[src/rtl/pngc_pkg.sv]
// ----------------------------------------------------------------------------
// pngc_pkg
// shared types, codes and crc helper for the png chunk stream checker
// ----------------------------------------------------------------------------
package pngc_pkg;

  // input beat: one file byte and an end-of-file flag
  typedef struct packed {
    logic [7:0] data_byte;
    logic       last_byte;
  } in_item_t;

  // result beat
  typedef struct packed {
    logic [1:0]  event_kind;
    logic [2:0]  error_code;
    logic [31:0] chunk_type;
    logic [30:0] chunk_length;
    logic [30:0] image_width;
    logic [30:0] image_height;
    logic [7:0]  bit_depth;
    logic [7:0]  color_type;
    logic [7:0]  interlace;
  } out_item_t;

  // event kinds
  localparam logic [1:0] EV_CHUNK = 2'd0;
  localparam logic [1:0] EV_ERROR = 2'd1;
  localparam logic [1:0] EV_DONE  = 2'd2;

  // error codes
  localparam logic [2:0] ERR_NONE     = 3'd0;
  localparam logic [2:0] ERR_SIG      = 3'd1;
  localparam logic [2:0] ERR_NO_IHDR  = 3'd2;
  localparam logic [2:0] ERR_COMPRESS = 3'd3;
  localparam logic [2:0] ERR_FILTER   = 3'd4;
  localparam logic [2:0] ERR_CRC      = 3'd5;
  localparam logic [2:0] ERR_TRUNC    = 3'd6;

  localparam logic [31:0] CRC_POLY  = 32'hEDB8_8320;
  localparam logic [31:0] CRC_INIT  = 32'hFFFF_FFFF;
  localparam logic [31:0] TYPE_IHDR = 32'h4948_4452;
  localparam logic [31:0] TYPE_IEND = 32'h4945_4E44;

  // parser phases, one-hot
  typedef enum logic [5:0] {
    PH_SIG  = 6'b000001,
    PH_LEN  = 6'b000010,
    PH_TYPE = 6'b000100,
    PH_DATA = 6'b001000,
    PH_CRC  = 6'b010000,
    PH_STOP = 6'b100000
  } phase_e;

  // expected signature byte at a given position
  function automatic logic [7:0] sig_byte(input logic [2:0] idx);
    logic [7:0] val;
    case (idx)
      3'd0: val = 8'h89;
      3'd1: val = 8'h50;
      3'd2: val = 8'h4E;
      3'd3: val = 8'h47;
      3'd4: val = 8'h0D;
      3'd5: val = 8'h0A;
      3'd6: val = 8'h1A;
      3'd7: val = 8'h0A;
      default: val = 8'h00;
    endcase
    return val;
  endfunction

  // reflected crc-32 update by one byte
  function automatic logic [31:0] crc_byte(input logic [31:0] crc_in,
                                           input logic [7:0]  data);
    logic [31:0] c;
    logic [7:0]  b;
    c = crc_in;
    b = data;
    for (int i = 0; i < 8; i++) begin
      if (c[0] ^ b[0]) begin
        c = (c >> 1) ^ CRC_POLY;
      end else begin
        c = c >> 1;
      end
      b = b >> 1;
    end
    return c;
  endfunction

endpackage

[src/rtl/pngc_parser.sv]
// ----------------------------------------------------------------------------
// pngc_parser
// per-byte parse state, crc update, ihdr capture and event generation
// ----------------------------------------------------------------------------
module pngc_parser import pngc_pkg::*; (
  input  logic      clk_i,
  input  logic      rst_ni,
  input  logic      fire_i,
  input  in_item_t  item_i,
  output logic      res_valid_o,
  output out_item_t res_o
);

  phase_e      phase_q, phase_d;
  logic [30:0] cnt_q, cnt_d;
  logic [31:0] crc_q, crc_d;
  logic [30:0] len_q, len_d;
  logic [31:0] type_q, type_d;
  logic [31:0] scrc_q, scrc_d;
  logic        seen_q, seen_d;
  logic [30:0] hw_q, hw_d;
  logic [30:0] hh_q, hh_d;
  logic [7:0]  depth_q, depth_d;
  logic [7:0]  color_q, color_d;
  logic [7:0]  comp_q, comp_d;
  logic [7:0]  filt_q, filt_d;
  logic [7:0]  ilace_q, ilace_d;

  logic [7:0]  b;
  logic        last;
  logic [30:0] cnt_inc;
  logic        has_res;
  logic [1:0]  kind;
  logic [2:0]  err;
  logic        info;

  assign b       = item_i.data_byte;
  assign last    = item_i.last_byte;
  assign cnt_inc = cnt_q + 31'd1;

  always_comb begin
    phase_d = phase_q;
    cnt_d   = cnt_q;
    crc_d   = crc_q;
    len_d   = len_q;
    type_d  = type_q;
    scrc_d  = scrc_q;
    seen_d  = seen_q;
    hw_d    = hw_q;
    hh_d    = hh_q;
    depth_d = depth_q;
    color_d = color_q;
    comp_d  = comp_q;
    filt_d  = filt_q;
    ilace_d = ilace_q;
    has_res = 1'b0;
    kind    = EV_CHUNK;
    err     = ERR_NONE;
    info    = 1'b1;

    case (phase_q)
      PH_SIG: begin
        if (b != sig_byte(cnt_q[2:0])) begin
          has_res = 1'b1;
          kind    = EV_ERROR;
          err     = ERR_SIG;
          info    = 1'b0;
          phase_d = PH_STOP;
        end else if (cnt_q[2:0] == 3'd7) begin
          phase_d = PH_LEN;
          cnt_d   = '0;
        end else begin
          cnt_d = cnt_inc;
        end
      end
      PH_LEN: begin
        len_d = {len_q[22:0], b};
        if (cnt_q[1:0] == 2'd3) begin
          phase_d = PH_TYPE;
          cnt_d   = '0;
          crc_d   = CRC_INIT;
        end else begin
          cnt_d = cnt_inc;
        end
      end
      PH_TYPE: begin
        type_d = {type_q[23:0], b};
        crc_d  = crc_byte(crc_q, b);
        if (cnt_q[1:0] == 2'd3) begin
          cnt_d   = '0;
          scrc_d  = '0;
          phase_d = (len_q != '0) ? PH_DATA : PH_CRC;
        end else begin
          cnt_d = cnt_inc;
        end
      end
      PH_DATA: begin
        crc_d = crc_byte(crc_q, b);
        if (!seen_q && type_q == TYPE_IHDR) begin
          if (cnt_q < 31'd4) begin
            hw_d = {hw_q[22:0], b};
          end else if (cnt_q < 31'd8) begin
            hh_d = {hh_q[22:0], b};
          end else if (cnt_q == 31'd8) begin
            depth_d = b;
          end else if (cnt_q == 31'd9) begin
            color_d = b;
          end else if (cnt_q == 31'd10) begin
            comp_d = b;
          end else if (cnt_q == 31'd11) begin
            filt_d = b;
          end else if (cnt_q == 31'd12) begin
            ilace_d = b;
          end
        end
        if (cnt_inc == len_q) begin
          phase_d = PH_CRC;
          cnt_d   = '0;
        end else begin
          cnt_d = cnt_inc;
        end
      end
      PH_CRC: begin
        scrc_d = {scrc_q[23:0], b};
        if (cnt_q[1:0] == 2'd3) begin
          cnt_d = '0;
          // crc first, then ihdr order, then header methods
          if ((crc_q ^ CRC_INIT) != scrc_d) begin
            err = ERR_CRC;
          end else if (!seen_q && type_q != TYPE_IHDR) begin
            err = ERR_NO_IHDR;
          end else if (!seen_q) begin
            seen_d = 1'b1;
            if (comp_q != 8'd0) begin
              err = ERR_COMPRESS;
            end else if (filt_q != 8'd0) begin
              err = ERR_FILTER;
            end
          end
          has_res = 1'b1;
          if (err != ERR_NONE) begin
            kind    = EV_ERROR;
            phase_d = PH_STOP;
          end else if (type_q == TYPE_IEND) begin
            kind    = EV_DONE;
            phase_d = PH_STOP;
          end else begin
            kind    = EV_CHUNK;
            phase_d = PH_LEN;
          end
        end else begin
          cnt_d = cnt_inc;
        end
      end
      default: begin
      end
    endcase

    // end of file before iend or an error
    if (last && phase_q != PH_STOP && (!has_res || kind == EV_CHUNK)) begin
      has_res = 1'b1;
      kind    = EV_ERROR;
      err     = ERR_TRUNC;
      info    = 1'b0;
    end

    res_o.event_kind   = kind;
    res_o.error_code   = err;
    res_o.chunk_type   = info ? type_d : '0;
    res_o.chunk_length = info ? len_d : '0;
    res_o.image_width  = hw_d;
    res_o.image_height = hh_d;
    res_o.bit_depth    = depth_d;
    res_o.color_type   = color_d;
    res_o.interlace    = ilace_d;

    // last byte rearms for the next file
    if (last) begin
      phase_d = PH_SIG;
      cnt_d   = '0;
      crc_d   = CRC_INIT;
      len_d   = '0;
      type_d  = '0;
      scrc_d  = '0;
      seen_d  = 1'b0;
      hw_d    = '0;
      hh_d    = '0;
      depth_d = '0;
      color_d = '0;
      comp_d  = '0;
      filt_d  = '0;
      ilace_d = '0;
    end
  end

  assign res_valid_o = has_res;

  always_ff @(posedge clk_i or negedge rst_ni) begin
    if (!rst_ni) begin
      phase_q <= PH_SIG;
      cnt_q   <= '0;
      crc_q   <= CRC_INIT;
      len_q   <= '0;
      type_q  <= '0;
      scrc_q  <= '0;
      seen_q  <= 1'b0;
      hw_q    <= '0;
      hh_q    <= '0;
      depth_q <= '0;
      color_q <= '0;
      comp_q  <= '0;
      filt_q  <= '0;
      ilace_q <= '0;
    end else if (fire_i) begin
      phase_q <= phase_d;
      cnt_q   <= cnt_d;
      crc_q   <= crc_d;
      len_q   <= len_d;
      type_q  <= type_d;
      scrc_q  <= scrc_d;
      seen_q  <= seen_d;
      hw_q    <= hw_d;
      hh_q    <= hh_d;
      depth_q <= depth_d;
      color_q <= color_d;
      comp_q  <= comp_d;
      filt_q  <= filt_d;
      ilace_q <= ilace_d;
    end
  end

endmodule

[config.mk]
export PLATFORM = sky130hd
export DESIGN_NAME = pngc_parser
export DESIGN_NICKNAME = d
export VERILOG_FILES = /design/src/rtl/pngc_pkg.sv /design/src/rtl/pngc_parser.sv
export SDC_FILE = /design/constraint.sdc
export NUM_CORES = 1
export LEC_CHECK = 0
export BUFFER_PORTS_ARGS = -buffer_cell sky130_fd_sc_hd__clkbuf_2
export CAP_MARGIN = 40
export CORE_MARGIN = 3
export CORE_UTILIZATION = 54
export CTS_BUF_LIST = sky130_fd_sc_hd__clkbuf_16
export DETAILED_ROUTE_END_ITERATION = 10
export PLACE_DENSITY = 0.77
export SYNTH_ARGS = -nofsm -noshare
export SYNTH_HDL_FRONTEND = slang
export SYNTH_SLANG_ARGS = --single-unit
export TNS_END_PERCENT = 30
[constraint.sdc]
create_clock -name clk_i -period 3.5 [get_ports clk_i]
set_input_delay 0.175 -clock clk_i [delete_from_list [all_inputs] [get_ports clk_i]]
set_output_delay 0.175 -clock clk_i [all_outputs]
set_load 0.005 [all_outputs]
==> results.ini, run 1 <==
[critical_path]
rr_endpoint = cnt_q[11]
critPathCaptureType = output pin
worstSetupPathType = flip-flop to output pin
cp.arrival_ns = 3.29
r2r_slack_ns = 0.15
reg2reg_depth = 11
critPathRequiredTime_ns = 3.32
cp-start-kind = flip-flop
regToRegStartpoint = cnt_q[0]
critPathMaxFanout = 8

[floorplanning]
fp-row-count = 62
die_h_um = 179
start_util_pct = 55.5
die-area_um2 = 31900
die_x_um = 179
core_area_um2 = 29000
ioPinCount = 167

[sta]
tightest_slew_ns = 0.853
setup-violations-final = 0
period_minus_slack_ns = 3.47
rsz0062_at_grt = yes
setup_ws_ns = 0.0330
period_share_pct = 99.1
skew_ns = 0.0183
relSlewSlack_pct = 43.2
whs_ns = 0.0688
maxSlewViolCount = 0
max_freq_mhz = 288
finalHoldViolCount = 0

[route]
drtAntennaViolNets = 0
vias = 15070
wl_um = 51000
routedWlPerCell_um = 21.8
dr.pass1.iters = 6
post-route-drc-count = 0
drtIter0Drc = 1930
vias_per_cell = 6.44

[synth]
ys_top_cells_by_area = dfrtp_1 35%, mux2_2 6.9%, nand2_1 6.8%, o2bb2ai_1 5.8%, dfstp_2 5.4%
synth_most_common_cell = nand2_1
syn_area_per_cell_um2 = 9.02
synth_top_cell_by_area = dfrtp_1
async_flop_share_pct = 100
syn_nets = 1807
synth_top_area_share_pct = 35.1
syn_area_um2 = 16100
ys_ff_latch = 259
yosys_warnings = 0
synth.top_cells.by_count = 291 x nand2_1, 226 x dfrtp_1, 137 x clkbuf_1
synth.yosys.seq_area_share_pct = 40.5
ys_types = 73
syn_inst = 1786
synth_ff_type = dfrtp_1
synth-edff-count = 0

[cells_and_area]
diodes = 0
final_core_util_pct = 65.6
area_growth_pct = 18.3
fill_cells = 2333
fin_nets = 1953
layout.cells.non_filler = 2339
finalInstanceArea_um2 = 19000
drive_above_1_share_pct = 27.0

[cts]
cts.sinks = 259
htreeDepth = 1
tritoncts = built
cts-root-buf = clkbuf_16
clkTransAtPathRegs_ns = 0.06
cts_made_buffers = 29
clk_latency_ns = 0.55
clockBufferDepth = 3

[min_path]
min_path_cells = 3
hold_start = item_i[4]
hold_class = input pin to flip-flop
hold-path-endpoint = hh_q[3]

[power]
comb_power_share_pct = 29.8
total_leakage_power_nw = 8.21
intPower_mw = 6.09
max-vdd-ir-drop_mv = 0.388
seq_power_share_pct = 38.3
p_clk_share_pct = 32.0
power_density_nw_per_um2 = 486
netSwitchingFraction_pct = 34.2
switching_power_mw = 3.17

[global_route]
grt_pass1_wl_um = 78900
grt_max_degree = 88
grt_use_total_pct = 30.8
grt_pass1_vias = 14022
antenna_found_initial = 0
overflow = 0

[status]
status = finished, final reports clean

[place]
dp_cells = 2265
gp_congestion = 0.978
dp_hpwl_um = 34400
io_buffer_count = 166
place_ws_ns = 0.0770
placedInstanceArea_um2 = 17600

[flow_run]
max_cap_viol_count = 0

## worst max path at each step
stage	start	to	slack [ns]	cells after the start
floorplan	cnt_q[0]	phase_q[3]	0.20	13
finish	phase_q[2]	res_o[120]	0.03	10
CTS	phase_q[5]	res_o[27]	-0.02	9
global route	cnt_q[1]	res_o[147]	-0.08	16
detailed placement	cnt_q[0]	cnt_q[2]	0.08	11
global placement	cnt_q[0]	cnt_q[2]	0.13	11
## metal layers
layer	track usage [%]	vias to the layer above	share of wire, %
li1	-	6783	-
met1	45.5	7394	43
met2	45.8	781	44
met3	6.80	112	10
met4	8.08	0	2.8
met5	0	-	0
## repair_timing
action	CTS	global route
pin swaps	4	9
setup endpoints to repair	112	181
cloned	0	4
hold endpoints to repair	84	0
hold buffers	2	0
gates resized for setup	18	90
buffers inserted	4	10
## through the flow
| step | total power, mW | TNS [ns] |
|---|---|---|
| final | 9.26 | 0 |
| after global routing | 9.66 | -2.23 |
| after CTS | 8.94 | -0.0236 |
| after detailed placement | 5.91 | 0 |
| after global placement | 5.85 | 0 |
| after floorplan | 4.99 | 0 |
## worst max-delay path, stage by stage (launching register included)
cell and delay, ns:
dfrtp_1 0.46, or4_1 0.57, or3b_4 0.46, or2_4 0.26, nor2b_4 0.14, o21ai_4 0.10
nand2_4 0.15, buf_8 0.17, clkbuf_16 0.16, a21oi_2 0.13, buf_2 0.13
## cell type report
cell class | instances | area [µm²] | share of cell area [%]
Multi-Input combinational cell | 1346 | 9240 | 48.5
Sequential cell | 259 | 6530 | 34.3
Timing Repair Buffer | 273 | 1790 | 9.38
Clock buffer | 29 | 726 | 3.81
Tap cell | 384 | 480 | 2.52
Clock inverter | 25 | 191 | 1.01
Inverter | 23 | 93.8 | 0.493
## power by group through the flow
stage	Sequential [mW]	Combinational [mW]	Clock, mW
floorplan	3.44	1.55	0
global placement	3.57	2.29	0
detailed placement	3.58	2.34	0
CTS	3.53	2.41	3.00
global route	3.57	2.96	3.13
finish	3.54	2.76	2.96
## flip-flops by register name, summed over array words and instances, names as in the netlist
| signal | count |
|---|---|
| filt_q | 8 |
| depth_q | 8 |
| scrc_q | 24 |
| ilace_q | 8 |
| len_q | 31 |
| hw_q | 31 |
| seen_q | 1 |
| comp_q | 8 |
| cnt_q | 31 |
| color_q | 8 |
| phase_q | 6 |
| type_q | 32 |
| hh_q | 31 |
| crc_q | 32 |
## cell usage in the layout (no fill, tap or decap), drive strengths merged, types with 36 or more instances in the layout
cell and instances:
buf 126, dfrtp 226, o21ai 51, xnor2 87, a22oi 79, o2bb2ai 106
a21oi 113, xor2 51, clkbuf 174, nor2 86, mux2 99, nand2 291
inv 36
## cells by family after synthesis
kind of cell	after synthesis	synth area share, %
buffers and inverters	181	4.38
adders and majority gates	9	0.699
muxes	104	7.23
xor gates and xnor gates	138	7.51
DFF	259	40.5
and+or+nand+nor	600	17.7
AOI/OAI and AO/OA	495	22.0
Note: power is estimated with default switching activity, not from simulation.
==> run 2: changes to the inputs <==
--- a/config.mk
+++ b/config.mk
@@ -7,11 +7,10 @@
 export LEC_CHECK = 0
 export BUFFER_PORTS_ARGS = -buffer_cell sky130_fd_sc_hd__clkbuf_2
 export CAP_MARGIN = 40
-export CORE_MARGIN = 3
 export CORE_UTILIZATION = 54
 export CTS_BUF_LIST = sky130_fd_sc_hd__clkbuf_16
 export DETAILED_ROUTE_END_ITERATION = 10
-export PLACE_DENSITY = 0.77
+export PLACE_DENSITY = 0.85
 export SYNTH_ARGS = -nofsm -noshare
 export SYNTH_HDL_FRONTEND = slang
 export SYNTH_SLANG_ARGS = --single-unit
==> results.ini, run 2 (synthesized netlist as in run 1, its figures left out) <==
[status]
status = complete, but fails checks
violations = setup timing

[sta]
rsz0062_at_grt = yes
tightest_slew_ns = 0.837
setup-violations-final = 1
period_minus_slack_ns = 3.50
maxSlewViolCount = 0
setup_ws_ns = -0.000281
relSlewSlack_pct = 44.2
period_share_pct = 100
tns_ns = -0.000281
max_freq_mhz = 286
finalHoldViolCount = 0
whs_ns = 0.0649
skew_ns = 0.0193

[critical_path]
rr_endpoint = cnt_q[1]
critPathMaxFanout = 8
regToRegStartpoint = cnt_q[1]
r2r_slack_ns = 0.16
critPathCaptureType = output pin
worstSetupPathType = flip-flop to output pin
reg2reg_depth = 12
cp.arrival_ns = 3.33
cp-start-kind = flip-flop
critPathRequiredTime_ns = 3.32

[cts]
clockBufferDepth = 3
cts_made_buffers = 29
cts-root-buf = clkbuf_16
clk_latency_ns = 0.56
clkTransAtPathRegs_ns = 0.06
tritoncts = built
htreeDepth = 1
cts.sinks = 259

[route]
routedWlPerCell_um = 21.9
drtAntennaViolNets = 0
wl_um = 51200
drtIter0Drc = 2086
vias = 15315
vias_per_cell = 6.55
post-route-drc-count = 0
dr.pass1.iters = 6

[min_path]
hold_class = input pin to flip-flop
hold_start = item_i[4]
hold-path-endpoint = depth_q[3]
min_path_cells = 3

[cells_and_area]
layout.cells.non_filler = 2338
mostFrequentLayoutCells = 289 x nand2_1, 223 x dfrtp_1, 162 x clkbuf_2
final_common_cell = nand2_1
diodes = 0
biggestRegsByFlops = crc_q (32), type_q (32)
drive_above_1_share_pct = 25.7
fin_nets = 1952
area_growth_pct = 17.3

[power]
power_density_nw_per_um2 = 491
total_power_mw = 9.28
max-vdd-ir-drop_mv = 0.407
total_leakage_power_nw = 8.17

[place]
dp_hpwl_um = 34400
dp_cells = 2270
io_buffer_count = 166
gp_congestion = 0.967

[floorplanning]
die_h_um = 175
start_util_pct = 55.5
die-area_um2 = 30500
die_x_um = 175
ioPinCount = 167
fp-row-count = 62
core_area_um2 = 29000

[global_route]
use_met3_pct = 5.59
top_usage_layer = met2
antenna_found_initial = 0
grt_max_degree = 102
use_met1_pct = 48.3
grt_use_total_pct = 32.9
grt_pass1_wl_um = 80700
gr-usage-met2_pct = 49.3
overflow = 0
grt_pass1_vias = 14355

[flow_run]
max_cap_viol_count = 0

run 2: cell types whose count changed in the layout (fill, tap and decap cells not counted), moves of 3 or more:
| cell | delta |
|---|---|
| buf_2 | -20 |
| nor4_1 | +4 |
| nor4_2 | -4 |
| a21oi_1 | +25 |
| clkbuf_2 | +20 |
| inv_1 | -8 |
| a21oi_2 | -23 |
| buf_8 | -3 |
| clkinv_1 | +7 |
run 2: final cells by class:
| cell class | instances | area (µm²) |
|---|---|---|
| flip-flops and latches | 259 | 6530 |
| multi-input cells | 1346 | 9110 |
| inverters | 23 | 91.3 |
| clock inverters | 25 | 196 |
| fillers | 2282 | 10100 |
| well taps | 384 | 480 |
| clock buffers | 29 | 726 |
| repair buffers | 272 | 1750 |
run 2: critical path, cell delays in order (launching register included):
cell and delay, ns:
dfrtp_1 0.40, buf_6 0.15, inv_4 0.07, ha_2 0.21, xnor2_1 0.08, o21ai_0 0.20
o221ai_1 0.14, nor4_1 0.34, buf_4 0.19, or2_4 0.15, nor2b_4 0.16, o21ai_4 0.09
nand2_4 0.15, buf_6 0.12, buf_12 0.13, a21oi_1 0.05, buf_2 0.15
run 2: metrics by stage:
step / worst slack, ns / utilization (%) / cell area (µm²)
final: -0.000281 / 65.1 / 18900
after global routing: -0.0762 / 65.1 / 18900
after CTS: 0.00376 / 64.4 / 18700
after detailed placement: 0.0534 / 60.8 / 17600
after global placement: 0.112 / 60.6 / 17600
after floorplan: 0.204 / - / 16100
run 2: power by group:
group          leakage (nW)  switching, mW  internal (mW)  total [mW]
clock                 0.469           1.30           1.73        3.03
sequential             3.46          0.380           3.20        3.58
combinational          4.24           1.54           1.13        2.67
run 2: worst max-delay path by stage:
stage                          start          to  cells past startpoint
after CTS                 phase_q[4]  res_o[103]                     10
after global routing        cnt_q[1]  res_o[115]                     16
after floorplan             cnt_q[0]  phase_q[3]                     13
after global placement     cnt_q[15]   cnt_q[14]                     11
after detailed placement    cnt_q[0]   cnt_q[12]                     13
final                       cnt_q[1]   res_o[86]                     16
run 2: metal layers:
metal | wire length (µm) | up-vias | part of all wire (%)
met1 | 21700 | 7508 | 42
met5 | 0 | - | 0
li1 | - | 6790 | -
met4 | 1230 | 0 | 2.4
met2 | 23100 | 908 | 45
met3 | 5150 | 109 | 10
run 2: what timing repair did:
item,in CTS,in global routing
pin swaps,4,9
endpoints found under the setup margin,74,140
gates resized for setup,20,32
hold buffers,1,0
gates cloned,1,1
hold endpoints to repair,78,0
setup buffers,4,8
==> run 3: changes to the inputs <==
--- a/config.mk
+++ b/config.mk
@@ -5,6 +5,7 @@
 export SDC_FILE = /design/constraint.sdc
 export NUM_CORES = 1
 export LEC_CHECK = 0
+export ABC_AREA = 1
 export BUFFER_PORTS_ARGS = -buffer_cell sky130_fd_sc_hd__clkbuf_2
 export CAP_MARGIN = 40
 export CORE_UTILIZATION = 54
==> results.ini, run 3 <==
[synth]
ys_top_cells_by_area = dfrtp_1 35%, nand2_1 16%, o21ai_0 6.4%, inv_1 5.7%, dfstp_2 5.4%
syn_area_um2 = 16100
synth_most_common_cell = nand2_1
yosys_warnings = 0
synth-edff-count = 0
synth.yosys.seq_area_share_pct = 40.6
synth_ff_type = dfrtp_1
synth_top_cell_by_area = dfrtp_1
syn_inst = 2262
synth_top_area_share_pct = 35.2
ys_types = 54
ys_ff_latch = 259
syn_area_per_cell_um2 = 7.11
synth.top_cells.by_count = 706 x nand2_1, 244 x inv_1, 226 x dfrtp_1
syn_nets = 2283
async_flop_share_pct = 100

[global_route]
antenna_found_initial = 1
grt_use_total_pct = 33.4
grt_pass1_vias = 15220
overflow = 0
grt_pass1_wl_um = 81200
grt_max_degree = 94

[critical_path]
crit_top_cell = inv_1
worstSetupPathType = flip-flop to output pin
cp-start-kind = flip-flop
critPathMaxFanout = 8
path_cells = inv_1 -> nand4_1 -> or2_1 -> nor3_1 -> nand2_1 -> o21bai_1 -> inv_1 -> nor2_4 -> nand2_2 -> nand3_4 -> nand2_4 -> buf_6 -> clkbuf_16 -> nor2_1 -> clkbuf_2
cp.arrival_ns = 3.31
critPathSlowestCell = dfrtp_1
critical-path-max-stage-delay_ns = 0.36
critPathRequiredTime_ns = 3.32
critPathCaptureType = output pin

[cts]
clkTransAtPathRegs_ns = 0.06
tritoncts = built
clockBufferDepth = 3
htreeDepth = 1
cts.sinks = 259
cts_made_buffers = 29
cts-root-buf = clkbuf_16
clk_latency_ns = 0.58

[cells_and_area]
layout.cells.non_filler = 2821
area_growth_pct = 15.5
mostFrequentLayoutCells = 702 x nand2_1, 244 x inv_1, 224 x dfrtp_1
drive_above_1_share_pct = 16.4
biggestRegsByFlops = crc_q (32), type_q (32)
fill_cells = 2525
final_common_cell = nand2_1
diodes = 0
final_core_util_pct = 64.0
fin_nets = 2436

[place]
place_ws_ns = 0.414
dp_cells = 2747
dp_hpwl_um = 36200
gp_congestion = 1.06
io_buffer_count = 166

[sta]
maxSlewViolCount = 0
finalHoldViolCount = 0
tns_ns = 0
tightest_slew_ns = 0.897
max_freq_mhz = 287
whs_ns = 0.0612
setup-violations-final = 0
period_share_pct = 99.5
skew_ns = 0.0116
period_minus_slack_ns = 3.48
relSlewSlack_pct = 40.2
setup_ws_ns = 0.0190
rsz0062_at_grt = yes

[route]
drtIter0Drc = 1903
post-route-drc-count = 0
routedWlPerCell_um = 18.3
vias = 16282
dr.pass1.iters = 8
drtAntennaViolNets = 0
wl_um = 51700
vias_per_cell = 5.77

[power]
power_density_nw_per_um2 = 392
max-vdd-ir-drop_mv = 0.413
total_leakage_power_nw = 9.16

[floorplanning]
die_x_um = 175
core_area_um2 = 29000
ioPinCount = 167
start_util_pct = 55.4
die_h_um = 175
die-area_um2 = 30500
fp-row-count = 62

[status]
status = finished, final reports clean

[flow_run]
max_cap_viol_count = 0

[min_path]
hold_class = input pin to flip-flop

-- run 3: changes by cell type in the layout (fill, tap and decap cells not counted), sizes merged, moves of 106 or more --
cell,before,now
inv,29,255
nand2,291,721
nand3,33,139
nor2,86,220
o21ai,51,247
o2bb2ai,106,0
-- run 3: worst paths after layout --
path / start / end / slack (ns) / depth (start not counted)
hold reg to reg: comp_q[3] / comp_q[3] / 0.48 / 2
min in group asynchronous: rst_ni / len_q[23] / 0.19 / 2
hold / removal: item_i[0] / phase_q[0] / 0.06 / 4
setup / recovery: type_q[25] / res_o[128] / 0.02 / 15
max in group asynchronous: rst_ni / crc_q[15] / 2.26 / 3
setup reg to reg: cnt_q[1] / phase_q[3] / 0.38 / 16
-- run 3: what timing repair did --
item,4_1_cts,5_1_grt
buffers inserted,4,13
setup endpoints to repair,100,137
pin swaps,4,9
resized for setup,13,47
cloned,2,1
endpoints found under the hold margin,81,0
hold buffers,1,0
-- run 3: cells by family (layout without fill, tap and decap cells) --
kind of cell               Yosys count  in the layout  share of synthesized area (%)
AOI/OAI and AO/OA                  394            394                           13.7
xor gates and xnor gates            88             88                           5.27
adders and majority gates            9              9                          0.700
buffers and inverters              347            522                           8.75
DFF                                259            259                           40.6
and+or+nand+nor                   1165           1165                           31.0
-- run 3: metal layers --
| metal | part of all wire, % | up-vias | GRT usage (%) | wire length [µm] |
|---|---|---|---|---|
| met5 | 0.017 | - | 0 | 9 |
| met4 | 5.5 | 2 | 15.9 | 2860 |
| met3 | 7.3 | 194 | 4.63 | 3800 |
| met2 | 47 | 757 | 54.9 | 24500 |
| met1 | 40 | 7685 | 43.6 | 20500 |
| li1 | - | 7644 | - | - |
-- run 3: where the power goes --
group          total (mW)  switching [mW]  internal, mW
sequential           3.10          0.0456          3.06
combinational        1.29           0.834         0.452
clock                2.89            1.31          1.58
-- run 3: final cells by class --
class | count | area (µm²) | share of cell area (%)
multi-input cells | 1656 | 8360 | 45.0
flip-flops and latches | 259 | 6530 | 35.1
repair buffers | 218 | 1380 | 7.41
inverters | 251 | 947 | 5.10
clock buffers | 29 | 726 | 3.91
well taps | 384 | 480 | 2.59
clock inverters | 24 | 158 | 0.849
-- run 3: metrics by stage --
stage / instance area [µm²] / power [mW]
after global routing: 18600 / 7.53
after floorplan: 16100 / 3.87
after detailed placement: 17200 / 4.16
after global placement: 17200 / 4.14
final: 18600 / 7.28
after CTS: 18300 / 7.14
-- run 3: worst max-delay path, delay by kind of cell, from the launching register on --
family          cells  cell delay, ns
buf+inv             5            0.72
flops               1            0.36
compound gates      1            0.35
simple gates        9            1.31
